==> src/hpa_pkg.sv <==
`timescale 1ns / 1ps
`default_nettype none

package hpa_pkg;

    // default sizes
    localparam int DEF_STACK_DEPTH = 32;
    localparam int DEF_HANDLE_BITS = 32;
    localparam int DEF_COUNT_BITS  = 16;

    // fixed field widths
    localparam int CMD_W     = 2;
    localparam int STATUS_W  = 3;
    localparam int USE_OUT_W = 16;
    localparam int PINNED_W  = 6;
    localparam int PERIOD_W  = 32;
    localparam int CFG_IDX_W = 2;
    localparam int CFG_DATA_W = 32;

    localparam logic [PERIOD_W-1:0] DEFAULT_PERIOD = 32'd60;

    // register indexes
    localparam logic [CFG_IDX_W-1:0] CFG_PINNED = 2'd0;
    localparam logic [CFG_IDX_W-1:0] CFG_PERIOD = 2'd1;

    // commands
    localparam logic [CMD_W-1:0] CMD_GET  = 2'd0;
    localparam logic [CMD_W-1:0] CMD_PUT  = 2'd1;
    localparam logic [CMD_W-1:0] CMD_TICK = 2'd2;

    // result status codes
    localparam logic [STATUS_W-1:0] ST_GOT       = 3'd0;
    localparam logic [STATUS_W-1:0] ST_MISS      = 3'd1;
    localparam logic [STATUS_W-1:0] ST_RETURNED  = 3'd2;
    localparam logic [STATUS_W-1:0] ST_REJECTED  = 3'd3;
    localparam logic [STATUS_W-1:0] ST_DESTROY   = 3'd4;
    localparam logic [STATUS_W-1:0] ST_TICK_DONE = 3'd5;

    typedef enum logic [2:0] {
        S_IDLE,
        S_EXEC,
        S_GETW,
        S_EMIT,
        S_DRD,
        S_DOUT,
        S_MCHK,
        S_MWR
    } t_state;

endpackage

`default_nettype wire

==> src/hpa_ram.sv <==
`timescale 1ns / 1ps
`default_nettype none

module hpa_ram #(
    parameter int WIDTH = 32,
    parameter int DEPTH = 32
) (
    input  wire logic                     i_clk,
    input  wire logic                     i_we,
    input  wire logic [$clog2(DEPTH)-1:0] i_waddr,
    input  wire logic [WIDTH-1:0]         i_wdata,
    input  wire logic [$clog2(DEPTH)-1:0] i_raddr,
    output logic      [WIDTH-1:0]         o_rdata
);

    logic [WIDTH-1:0] r_mem [DEPTH];

    always_ff @(posedge i_clk) begin
        if (i_we) begin
            r_mem[i_waddr] <= i_wdata;
        end
        o_rdata <= r_mem[i_raddr];
    end

endmodule

`default_nettype wire

==> src/handle_pool_with_aging_unit.sv <==
`timescale 1ns / 1ps
`default_nettype none

// handle pool with aging: caches free handles in an active and an inactive lifo stack
// input channel s_axis: tuser carries the command (get, return, tick), tdata the handle
// being returned; one word is taken only while the sequencer is idle
// output channel m_axis: one or more result words per input word, tlast on the final one;
// a registered output stage lets the next input word be taken while a result waits
// get and return pass the exec step and then a result step (getw for a get that hits, reading
// the stack through the registered ram read; emit otherwise); the next word waits for that result
// a tick that expires the aging timer walks the stacks: a ram read, then a result, per destroyed
// handle, and a ram read, then a write, per handle moved from active to inactive,
// at most 2 * stack_depth handles in all
// the two stacks live in two rams; when everything ages the banks swap roles,
// so no copy pass is needed
// reset clears all counts, the timer and the output stage; the ram contents are
// left as they are, the counts guard every read
// a stalled receiver holds the result word and the sequencer waits before loading
// the next one; configuration writes are taken at any time but expected while idle

module handle_pool_with_aging_unit #(
    parameter int STACK_DEPTH = hpa_pkg::DEF_STACK_DEPTH,
    parameter int HANDLE_BITS = hpa_pkg::DEF_HANDLE_BITS,
    parameter int COUNT_BITS  = hpa_pkg::DEF_COUNT_BITS,
    localparam int IN_DW  = ((HANDLE_BITS + 7) / 8) * 8,
    localparam int OUT_DW = ((HANDLE_BITS + 2 * hpa_pkg::USE_OUT_W + 7) / 8) * 8
) (
    input  wire logic                            i_clk,
    input  wire logic                            i_rst_n,
    // configuration write port
    input  wire logic                            i_cfg_we,
    input  wire logic [hpa_pkg::CFG_IDX_W-1:0]   i_cfg_idx,
    input  wire logic [hpa_pkg::CFG_DATA_W-1:0]  i_cfg_data,
    // input words
    input  wire logic                            s_axis_tvalid,
    output logic                                 s_axis_tready,
    input  wire logic [IN_DW-1:0]                s_axis_tdata,   // handle_in
    input  wire logic [hpa_pkg::CMD_W-1:0]       s_axis_tuser,   // cmd
    // result words
    output logic                                 m_axis_tvalid,
    input  wire logic                            m_axis_tready,
    output logic [OUT_DW-1:0]                    m_axis_tdata,   // handle_out, in_use_now,
                                                                 // peak_in_use
    output logic [hpa_pkg::STATUS_W-1:0]         m_axis_tuser,   // status
    output logic                                 m_axis_tlast
);

    localparam int ADDR_W = $clog2(STACK_DEPTH);
    localparam int CNT_W  = $clog2(STACK_DEPTH + 1);
    localparam int TOT_W  = ((COUNT_BITS > CNT_W) ? COUNT_BITS : CNT_W) + 2;
    localparam logic [CNT_W-1:0]      FULL = CNT_W'(STACK_DEPTH);
    localparam logic [COUNT_BITS-1:0] CMAX = {COUNT_BITS{1'b1}};
    localparam int UW = hpa_pkg::USE_OUT_W;

    // state
    hpa_pkg::t_state r_state, n_state;

    logic [CNT_W-1:0]                r_act_cnt, n_act_cnt;
    logic [CNT_W-1:0]                r_inact_cnt, n_inact_cnt;
    logic                            r_act_sel, n_act_sel;     // ram bank of active stack
    logic [COUNT_BITS-1:0]           r_in_use, n_in_use;
    logic [COUNT_BITS-1:0]           r_peak, n_peak;
    logic                            r_armed, n_armed;
    logic [hpa_pkg::PERIOD_W-1:0]    r_ticks, n_ticks;
    logic [hpa_pkg::PINNED_W-1:0]    r_pinned, n_pinned;
    logic [hpa_pkg::PERIOD_W-1:0]    r_period, n_period;

    // latched input word
    logic [hpa_pkg::CMD_W-1:0]       r_cmd, n_cmd;
    logic [HANDLE_BITS-1:0]          r_handle, n_handle;

    // aging walk
    logic [ADDR_W-1:0]               r_walk, n_walk;
    logic [CNT_W-1:0]                r_left, n_left;
    logic                            r_walk_up, n_walk_up;
    logic                            r_do_moves, n_do_moves;
    logic                            r_had_destroy, n_had_destroy;
    logic [hpa_pkg::STATUS_W-1:0]    r_pend_status, n_pend_status;

    // ram read address, held so the read data stays put while the output stalls
    logic [ADDR_W-1:0]               r_rd_addr, rd_addr;
    logic                            r_rd_bank, rd_bank;

    // output stage
    logic                            r_out_valid;
    logic [hpa_pkg::STATUS_W-1:0]    r_out_status;
    logic [HANDLE_BITS-1:0]          r_out_handle;
    logic                            r_out_last;
    logic [UW-1:0]                   r_out_use;
    logic [UW-1:0]                   r_out_peak;

    // ram ports
    logic [1:0]                      wr_en;
    logic [ADDR_W-1:0]               wr_addr;
    logic [HANDLE_BITS-1:0]          wr_data;
    logic [HANDLE_BITS-1:0]          rdata0, rdata1, rd_data;

    // output load controls
    logic                            out_load;
    logic [hpa_pkg::STATUS_W-1:0]    out_status;
    logic [HANDLE_BITS-1:0]          out_handle;
    logic                            out_last;

    // shared decisions
    logic                            in_acc;
    logic                            can_load;
    logic                            has_act, has_inact, act_full, mv_ok;
    logic [CNT_W-1:0]                act_m1, inact_m1;
    logic [hpa_pkg::PERIOD_W-1:0]    tick_next;
    logic                            tick_fire;
    logic                            pin_on;
    logic [TOT_W-1:0]                total, excess;
    logic                            over;
    logic [CNT_W-1:0]                n_destroy;
    logic [COUNT_BITS+UW-1:0]        use_ext, peak_ext;

    hpa_ram #(.WIDTH(HANDLE_BITS), .DEPTH(STACK_DEPTH)) u_bank0 (
        .i_clk   (i_clk),
        .i_we    (wr_en[0]),
        .i_waddr (wr_addr),
        .i_wdata (wr_data),
        .i_raddr (rd_addr),
        .o_rdata (rdata0)
    );

    hpa_ram #(.WIDTH(HANDLE_BITS), .DEPTH(STACK_DEPTH)) u_bank1 (
        .i_clk   (i_clk),
        .i_we    (wr_en[1]),
        .i_waddr (wr_addr),
        .i_wdata (wr_data),
        .i_raddr (rd_addr),
        .o_rdata (rdata1)
    );

    assign rd_data   = r_rd_bank ? rdata1 : rdata0;

    assign in_acc    = s_axis_tvalid && s_axis_tready;
    assign can_load  = !r_out_valid || m_axis_tready;
    assign has_act   = r_act_cnt != '0;
    assign has_inact = r_inact_cnt != '0;
    assign act_full  = r_act_cnt == FULL;
    assign mv_ok     = has_act && (r_inact_cnt != FULL);
    assign act_m1    = r_act_cnt - CNT_W'(1);
    assign inact_m1  = r_inact_cnt - CNT_W'(1);
    assign tick_next = (r_ticks != '0) ? r_ticks - 32'd1 : '0;
    assign tick_fire = (r_cmd == hpa_pkg::CMD_TICK) && r_armed && (tick_next == '0);
    assign pin_on    = r_pinned != '0;

    // pinned pass: excess over the pinned count, clipped to what the inactive stack holds
    assign total     = TOT_W'(r_act_cnt) + TOT_W'(r_inact_cnt) + TOT_W'(r_in_use);
    assign over      = total > TOT_W'(r_pinned);
    assign excess    = total - TOT_W'(r_pinned);
    assign n_destroy = (excess >= TOT_W'(r_inact_cnt)) ? r_inact_cnt : excess[CNT_W-1:0];

    // next state
    always_comb begin
        n_state = r_state;
        unique case (r_state)
            hpa_pkg::S_IDLE: begin
                if (in_acc) begin
                    n_state = hpa_pkg::S_EXEC;
                end
            end
            hpa_pkg::S_EXEC: begin
                n_state = hpa_pkg::S_EMIT;
                if (r_cmd == hpa_pkg::CMD_GET) begin
                    if (has_act || has_inact) begin
                        n_state = hpa_pkg::S_GETW;
                    end
                end else if (tick_fire) begin
                    if (pin_on) begin
                        if (over) begin
                            n_state = (n_destroy != '0) ? hpa_pkg::S_DRD : hpa_pkg::S_MCHK;
                        end
                    end else if (has_inact) begin
                        n_state = hpa_pkg::S_DRD;
                    end
                end
            end
            hpa_pkg::S_GETW, hpa_pkg::S_EMIT: begin
                if (can_load) begin
                    n_state = hpa_pkg::S_IDLE;
                end
            end
            hpa_pkg::S_DRD: begin
                n_state = hpa_pkg::S_DOUT;
            end
            hpa_pkg::S_DOUT: begin
                if (can_load) begin
                    if (r_left == CNT_W'(1)) begin
                        n_state = r_do_moves ? hpa_pkg::S_MCHK : hpa_pkg::S_IDLE;
                    end else begin
                        n_state = hpa_pkg::S_DRD;
                    end
                end
            end
            hpa_pkg::S_MCHK: begin
                if (mv_ok) begin
                    n_state = hpa_pkg::S_MWR;
                end else begin
                    n_state = r_had_destroy ? hpa_pkg::S_IDLE : hpa_pkg::S_EMIT;
                end
            end
            hpa_pkg::S_MWR: begin
                n_state = hpa_pkg::S_MCHK;
            end
            default: begin
                n_state = hpa_pkg::S_IDLE;
            end
        endcase
    end

    // outputs: handshake, ram controls, result loads
    always_comb begin
        s_axis_tready = (r_state == hpa_pkg::S_IDLE);
        rd_addr    = r_rd_addr;
        rd_bank    = r_rd_bank;
        wr_en      = 2'b00;
        wr_addr    = '0;
        wr_data    = '0;
        out_load   = 1'b0;
        out_status = r_pend_status;
        out_handle = '0;
        out_last   = 1'b1;
        unique case (r_state)
            hpa_pkg::S_EXEC: begin
                case (r_cmd)
                    hpa_pkg::CMD_GET: begin
                        // pop active top, else inactive top
                        rd_addr = has_act ? act_m1[ADDR_W-1:0] : inact_m1[ADDR_W-1:0];
                        rd_bank = has_act ? r_act_sel : !r_act_sel;
                    end
                    hpa_pkg::CMD_PUT: begin
                        if (!act_full) begin
                            wr_en[r_act_sel] = 1'b1;
                            wr_addr = r_act_cnt[ADDR_W-1:0];
                            wr_data = r_handle;
                        end
                    end
                    default: begin
                        // destroy walk reads the inactive bank as it is now
                        rd_bank = !r_act_sel;
                    end
                endcase
            end
            hpa_pkg::S_GETW: begin
                out_load   = can_load;
                out_status = hpa_pkg::ST_GOT;
                out_handle = rd_data;
            end
            hpa_pkg::S_EMIT: begin
                out_load = can_load;
            end
            hpa_pkg::S_DRD: begin
                rd_addr = r_walk;
            end
            hpa_pkg::S_DOUT: begin
                out_load   = can_load;
                out_status = hpa_pkg::ST_DESTROY;
                out_handle = rd_data;
                out_last   = (r_left == CNT_W'(1));
            end
            hpa_pkg::S_MCHK: begin
                rd_addr = act_m1[ADDR_W-1:0];
                rd_bank = r_act_sel;
            end
            hpa_pkg::S_MWR: begin
                wr_en[!r_act_sel] = 1'b1;
                wr_addr = r_inact_cnt[ADDR_W-1:0];
                wr_data = rd_data;
            end
            default: begin
            end
        endcase
    end

    // datapath next values
    always_comb begin
        n_act_cnt     = r_act_cnt;
        n_inact_cnt   = r_inact_cnt;
        n_act_sel     = r_act_sel;
        n_in_use      = r_in_use;
        n_peak        = r_peak;
        n_armed       = r_armed;
        n_ticks       = r_ticks;
        n_pinned      = r_pinned;
        n_period      = r_period;
        n_cmd         = r_cmd;
        n_handle      = r_handle;
        n_walk        = r_walk;
        n_left        = r_left;
        n_walk_up     = r_walk_up;
        n_do_moves    = r_do_moves;
        n_had_destroy = r_had_destroy;
        n_pend_status = r_pend_status;

        unique case (r_state)
            hpa_pkg::S_IDLE: begin
                if (in_acc) begin
                    n_cmd    = s_axis_tuser;
                    n_handle = s_axis_tdata[HANDLE_BITS-1:0];
                end
            end
            hpa_pkg::S_EXEC: begin
                n_pend_status = hpa_pkg::ST_TICK_DONE;
                case (r_cmd)
                    hpa_pkg::CMD_GET: begin
                        n_pend_status = hpa_pkg::ST_MISS;
                        if (has_act) begin
                            n_act_cnt = act_m1;
                        end else if (has_inact) begin
                            n_inact_cnt = inact_m1;
                        end
                        if (r_in_use != CMAX) begin
                            n_in_use = r_in_use + COUNT_BITS'(1);
                        end
                        if (n_in_use > r_peak) begin
                            n_peak = n_in_use;
                        end
                    end
                    hpa_pkg::CMD_PUT: begin
                        if (act_full) begin
                            n_pend_status = hpa_pkg::ST_REJECTED;
                        end else begin
                            n_pend_status = hpa_pkg::ST_RETURNED;
                            // first handle into an empty active stack arms the timer
                            if (!has_act && !r_armed) begin
                                n_armed = 1'b1;
                                n_ticks = r_period;
                            end
                            n_act_cnt = r_act_cnt + CNT_W'(1);
                            if (r_in_use != '0) begin
                                n_in_use = r_in_use - COUNT_BITS'(1);
                            end
                        end
                    end
                    hpa_pkg::CMD_TICK: begin
                        if (r_armed) begin
                            n_ticks = tick_next;
                            if (tick_fire) begin
                                n_armed       = 1'b0;
                                n_had_destroy = 1'b0;
                                n_do_moves    = 1'b0;
                                if (pin_on) begin
                                    if (over) begin
                                        // destroy from the inactive top, then move
                                        n_walk        = inact_m1[ADDR_W-1:0];
                                        n_walk_up     = 1'b0;
                                        n_left        = n_destroy;
                                        n_inact_cnt   = r_inact_cnt - n_destroy;
                                        n_had_destroy = n_destroy != '0;
                                        n_do_moves    = 1'b1;
                                        if (has_act) begin
                                            n_armed = 1'b1;
                                            n_ticks = r_period;
                                        end
                                    end
                                end else begin
                                    // destroy all inactive bottom up; banks swap roles if the active stack holds any
                                    n_walk        = '0;
                                    n_walk_up     = 1'b1;
                                    n_left        = r_inact_cnt;
                                    n_had_destroy = has_inact;
                                    n_inact_cnt   = '0;
                                    if (has_act) begin
                                        n_inact_cnt = r_act_cnt;
                                        n_act_cnt   = '0;
                                        n_act_sel   = !r_act_sel;
                                        n_armed     = 1'b1;
                                        n_ticks     = r_period;
                                    end
                                end
                            end
                        end
                    end
                    default: begin
                    end
                endcase
            end
            hpa_pkg::S_DOUT: begin
                if (can_load) begin
                    n_left = r_left - CNT_W'(1);
                    n_walk = r_walk_up ? r_walk + ADDR_W'(1) : r_walk - ADDR_W'(1);
                end
            end
            hpa_pkg::S_MCHK: begin
                if (mv_ok) begin
                    n_act_cnt = act_m1;
                end
            end
            hpa_pkg::S_MWR: begin
                n_inact_cnt = r_inact_cnt + CNT_W'(1);
            end
            default: begin
            end
        endcase

        // configuration writes
        if (i_cfg_we) begin
            case (i_cfg_idx)
                hpa_pkg::CFG_PINNED: begin
                    // age on the next tick
                    n_pinned = i_cfg_data[hpa_pkg::PINNED_W-1:0];
                    n_armed  = 1'b1;
                    n_ticks  = 32'd1;
                end
                hpa_pkg::CFG_PERIOD: begin
                    if (i_cfg_data != '0) begin
                        n_period = i_cfg_data[hpa_pkg::PERIOD_W-1:0];
                        n_armed  = 1'b1;
                        n_ticks  = i_cfg_data[hpa_pkg::PERIOD_W-1:0];
                    end
                end
                default: begin
                end
            endcase
        end
    end

    always_ff @(posedge i_clk) begin
        if (!i_rst_n) begin
            r_state       <= hpa_pkg::S_IDLE;
            r_act_cnt     <= '0;
            r_inact_cnt   <= '0;
            r_act_sel     <= 1'b0;
            r_in_use      <= '0;
            r_peak        <= '0;
            r_armed       <= 1'b0;
            r_ticks       <= '0;
            r_pinned      <= '0;
            r_period      <= hpa_pkg::DEFAULT_PERIOD;
            r_do_moves    <= 1'b0;
            r_had_destroy <= 1'b0;
            r_out_valid   <= 1'b0;
        end else begin
            r_state       <= n_state;
            r_act_cnt     <= n_act_cnt;
            r_inact_cnt   <= n_inact_cnt;
            r_act_sel     <= n_act_sel;
            r_in_use      <= n_in_use;
            r_peak        <= n_peak;
            r_armed       <= n_armed;
            r_ticks       <= n_ticks;
            r_pinned      <= n_pinned;
            r_period      <= n_period;
            r_do_moves    <= n_do_moves;
            r_had_destroy <= n_had_destroy;
            if (out_load) begin
                r_out_valid <= 1'b1;
            end else if (m_axis_tready) begin
                r_out_valid <= 1'b0;
            end
        end
    end

    // payload registers
    always_ff @(posedge i_clk) begin
        r_cmd         <= n_cmd;
        r_handle      <= n_handle;
        r_walk        <= n_walk;
        r_left        <= n_left;
        r_walk_up     <= n_walk_up;
        r_pend_status <= n_pend_status;
        r_rd_addr     <= rd_addr;
        r_rd_bank     <= rd_bank;
        if (out_load) begin
            r_out_status <= out_status;
            r_out_handle <= out_handle;
            r_out_last   <= out_last;
            r_out_use    <= use_ext[UW-1:0];
            r_out_peak   <= peak_ext[UW-1:0];
        end
    end

    // low bits of the counts, zero extended for narrow count widths
    assign use_ext  = {{UW{1'b0}}, r_in_use};
    assign peak_ext = {{UW{1'b0}}, r_peak};

    assign m_axis_tvalid = r_out_valid;
    assign m_axis_tuser  = r_out_status;
    assign m_axis_tlast  = r_out_last;
    assign m_axis_tdata  = OUT_DW'({r_out_peak, r_out_use, r_out_handle});

    // an armed timer always has ticks to count
    a_armed_ticks: assert property (@(posedge i_clk) disable iff (!i_rst_n)
        r_armed |-> (r_ticks != '0))
        else $error("armed timer with zero ticks");

    // stack counts stay within the depth
    a_act_bound: assert property (@(posedge i_clk) disable iff (!i_rst_n)
        r_act_cnt <= FULL)
        else $error("active count beyond depth");

    a_inact_bound: assert property (@(posedge i_clk) disable iff (!i_rst_n)
        r_inact_cnt <= FULL)
        else $error("inactive count beyond depth");

    // a move write never lands past the inactive top
    a_move_room: assert property (@(posedge i_clk) disable iff (!i_rst_n)
        (r_state == hpa_pkg::S_MWR) |-> (r_inact_cnt != FULL) && $past(mv_ok))
        else $error("move into a full inactive stack");

endmodule

`default_nettype wire
==> config.mk <==
export PLATFORM = sky130hd
export DESIGN_NAME = handle_pool_with_aging_unit
export DESIGN_NICKNAME = d
export VERILOG_FILES = /design/src/hpa_pkg.sv /design/src/hpa_ram.sv /design/src/handle_pool_with_aging_unit.sv
export SDC_FILE = /design/constraint.sdc
export NUM_CORES = 2
export LEC_CHECK = 0
export ABC_CLOCK_PERIOD_IN_PS = 9000
export BUFFER_PORTS_ARGS = -buffer_cell sky130_fd_sc_hd__buf_2
export CORE_MARGIN = 4
export CORE_UTILIZATION = 40
export CTS_CLUSTER_SIZE = 25
export DETAILED_ROUTE_END_ITERATION = 10
export SYNTH_ARGS = -nofsm -noshare
export SYNTH_HDL_FRONTEND = slang
export SYNTH_SLANG_ARGS = --single-unit
==> constraint.sdc <==
create_clock -name i_clk -period 9 [get_ports i_clk]
set_input_delay 0.45 -clock i_clk [delete_from_list [all_inputs] [get_ports i_clk]]
set_output_delay 0.45 -clock i_clk [all_outputs]
set_load 0.005 [all_outputs]
==> impl_metrics.tcl <==
set metrics [dict create \
    dieHeight_um 501 \
    post-route-period-util_pct 77.9 \
    syn_inst 7297 \
    initial_core_util_pct 40.3 \
    r2r_slack_ns 1.99 \
    synth.cell_area_um2 97300 \
    synth-edff-count 2166 \
    grt_pass1_vias 59400 \
    ios 143 \
    synthTopCellsByCount "edfxtp_1, nand2_1, a211oi_1" \
    required_ns 9.72 \
    drtIter0Drc 6986 \
    endpoint_kind "flop" \
    clock_sinks 2357 \
    fin_crit_ns 7.01 \
    pwr-share-clk_pct 36.7 \
    ctsRootBufferMaster "clkbuf_16" \
    dieArea_um2 251000 \
    synthArstFlopShare_pct 0 \
    synth_seq_cells 2357 \
    worst-path-max-fanout 15 \
    syn_to_final_growth_pct 13.9 \
    p_per_area_nw_per_um2 244 \
    fp.coreArea_um2 241000 \
    gp_congestion 0.858 \
    setup_viol 0 \
    cts_tree "done" \
    seq_power_share_pct 45.7 \
    clk_pin_slew_worst_paths_ns 0.06 \
    synth.net_count 7434 \
    synth_area_leaders "edfxtp_1, a211oi_1, nand2_1" \
    row_count 180 \
    p_leak_uw 0.0361 \
    grt_antenna_before_repair 9 \
    ir_drop_uv 215 \
    dp_hpwl_mm 155 \
    timing.rr.end "r_inact_cnt[5]" \
    worst_slack_ns 1.99 \
    slew_violations 0 \
    synth_top_cell_area_share_pct 66.8 \
    dr.pass1.iters 8 \
    worstSetupPathType "flop to flop" \
    netSwitchingPower_uw 7830 \
    ant_nets 0 \
    clk_path_buf_depth 3 \
    overflow 0 \
    arrival_ns 7.73 \
    min_path_cells 5 \
    p_int_uw 19200 \
    r2r_start "r_inact_cnt[1]" \
    drc 0 \
    tightestPinTransition_ns 1.28 \
    hold_end "r_state[0]" \
    power_frac_comb_pct 17.6 \
    maxSlewHeadroom_pct 14.2 \
    tns_ns 0 \
    hold_viol 0 \
    synth_cell_type_count 101 \
    ys.flop_type "edfxtp_1" \
    drive_gt1_share_pct 10.7 \
    vias_per_cell 5.85 \
    clk_latency_ns 0.89 \
    die_x_um 501 \
    finalNetCount 7500 \
    min_from "s_axis_tvalid" \
    numCtsBuffers 228 \
    seq_area_frac_synth_pct 70.8 \
    fin_worst_skew_ns 0.0495 \
    syn_avg_cell_area_um2 13.3 \
    yosysTopAreaCell "edfxtp_1" \
    grt_max_degree 202 \
    place_ws_ns 2.06 \
    post_cts_resized 0 \
    vias 62900 \
    maxCapViolCount 0 \
    post-synth-top-count-cell "edfxtp_1" \
    grt_pass1_wl_mm 403 \
    routed_wl_mm 276 \
    yosys_warnings 0 \
    critPathLaunchType "flop" \
    htreeDepth 4 \
    rsz0062_at_grt "false" \
    sw_frac_of_total_pct 29.0 \
    track_usage_pct 21.3 \
    cts_setup_buffers 0 \
    final.fill_count 21000 \
    reg2reg_depth 24 \
    hold_path.class "input pin to flop" \
    max_freq_mhz 143 \
    wl_per_cell_um 25.7 \
    portBuffers 142 \
    status "completed" \
    hold_ws_ns 0.110 \
]
-- cells in the final DEF (no fill, tap or decap), types with 54 or more instances in the layout --
master,count
ha_1,54
edfxtp_1,2166
dlygate4sd3_1,71
mux2i_1,74
clkbuf_16,230
nor2_1,188
o21ai_0,103
nor4_1,95
dfxtp_1,191
a21oi_1,126
and2_1,522
a211oi_1,783
nand2_1,1262
buf_2,142
buf_4,153
inv_1,58
a31oi_1,273
clkbuf_1,62
nor2_4,65
a311oi_1,258
-- flip-flops by register name (all words and copies together) (netlist names), 6 cells and up --
name	flops
r_period	32
r_act_cnt	6
r_inact_cnt	6
r_ticks	32
r_handle	32
u_bank1.o_rdata	32
r_out_use	16
u_bank0.r_mem	1024
u_bank0.o_rdata	32
r_peak	16
r_left	6
r_out_peak	16
r_pinned	6
u_bank1.r_mem	1024
r_in_use	16
r_out_handle	32
-- how the worst max path moves through the flow --
| stage | from | endpoint | slack (ns) | depth (start not counted) |
|---|---|---|---|---|
| floorplan | r_inact_cnt[1] | r_inact_cnt[5] | 2.71 | 24 |
| CTS | r_inact_cnt[1] | r_inact_cnt[5] | 2.03 | 24 |
| detailed placement | r_inact_cnt[1] | r_inact_cnt[5] | 2.06 | 24 |
| finish | r_inact_cnt[1] | r_inact_cnt[5] | 1.99 | 24 |
| global route | r_inact_cnt[1] | r_inact_cnt[5] | 1.44 | 24 |
| global placement | r_inact_cnt[1] | r_inact_cnt[5] | 2.00 | 24 |
-- cell families after synthesis --
group / synth area share, %
DFF: 70.8
adders and majority gates: 0.910
buffers and inverters: 2.52
xor gates and xnor gates: 0.522
AOI/OAI and AO/OA: 13.0
and+or+nand+nor: 11.4
muxes: 0.847
-- power groups by stage --
stage | combinational [µW] | sequential [µW] | clock [µW]
2_1_floorplan | 3130 | 12400 | 0
3_3_place_gp | 4630 | 12600 | 0
3_5_place_dp | 4690 | 12600 | 0
4_1_cts | 4730 | 12300 | 10100
5_1_grt | 5140 | 12400 | 10500
6_report | 4750 | 12400 | 9930
-- worst max-delay path, stage by stage, from the launching register on --
cell,delay [ns]
dfxtp_1,0.62
fa_1,0.50
ha_1,0.24
fa_1,0.47
a21o_1,0.22
a21oi_1,0.19
xnor2_1,0.16
ha_1,0.33
o21a_1,0.13
o31a_1,0.14
nor3_1,0.48
ha_1,0.34
a211oi_1,0.26
nand4_1,0.19
nor4_4,0.18
buf_4,0.28
mux2i_1,0.34
ha_1,0.30
a21o_1,0.19
a21o_1,0.24
maj3_1,0.35
and3_1,0.18
o2111a_1,0.22
nor4_1,0.20
a21oi_1,0.12
-- per-layer routing --
metal | GRT usage (%) | part of all wire [%] | vias to the layer above | routed length, µm
met1 | 30.0 | 43 | 31900 | 118000
li1 | - | - | 28100 | -
met4 | 6.15 | 2.7 | 2 | 7590
met5 | 0 | 0.0047 | - | 13
met3 | 3.75 | 7.9 | 416 | 21700
met2 | 34.1 | 47 | 2501 | 129000
-- layout make-up --
class                      count  area, µm²  share of cell area, %
sequential                  2357      68900                   62.1
multi-input combinational   4329      26900                   24.3
clock buffer                 305       6170                   5.57
tap                         3185       3990                   3.60
timing repair buffer         386       2970                   2.68
clock inverter               130       1630                   1.47
inverter                      61        236                  0.213
antenna                        2       5.00                0.00452
-- metrics by stage --
step | util, % | std cells | area (µm²) | total power, µW
6_report | 45.9 | 10800 | 111000 | 27000
5_1_grt | 45.9 | 10800 | 111000 | 28000
3_3_place_gp | 42.4 | 10200 | 102000 | 17200
3_5_place_dp | 42.4 | 10200 | 102000 | 17300
4_1_cts | 45.9 | 10800 | 111000 | 27200
2_1_floorplan | - | 7297 | 97300 | 15500
-- timing repair --
item	4_1_cts	5_1_grt
hold buffers	71	0
setup endpoints to repair	0	0
endpoints found under the hold margin	102	0
Note: power is estimated with default switching activity, not from simulation.
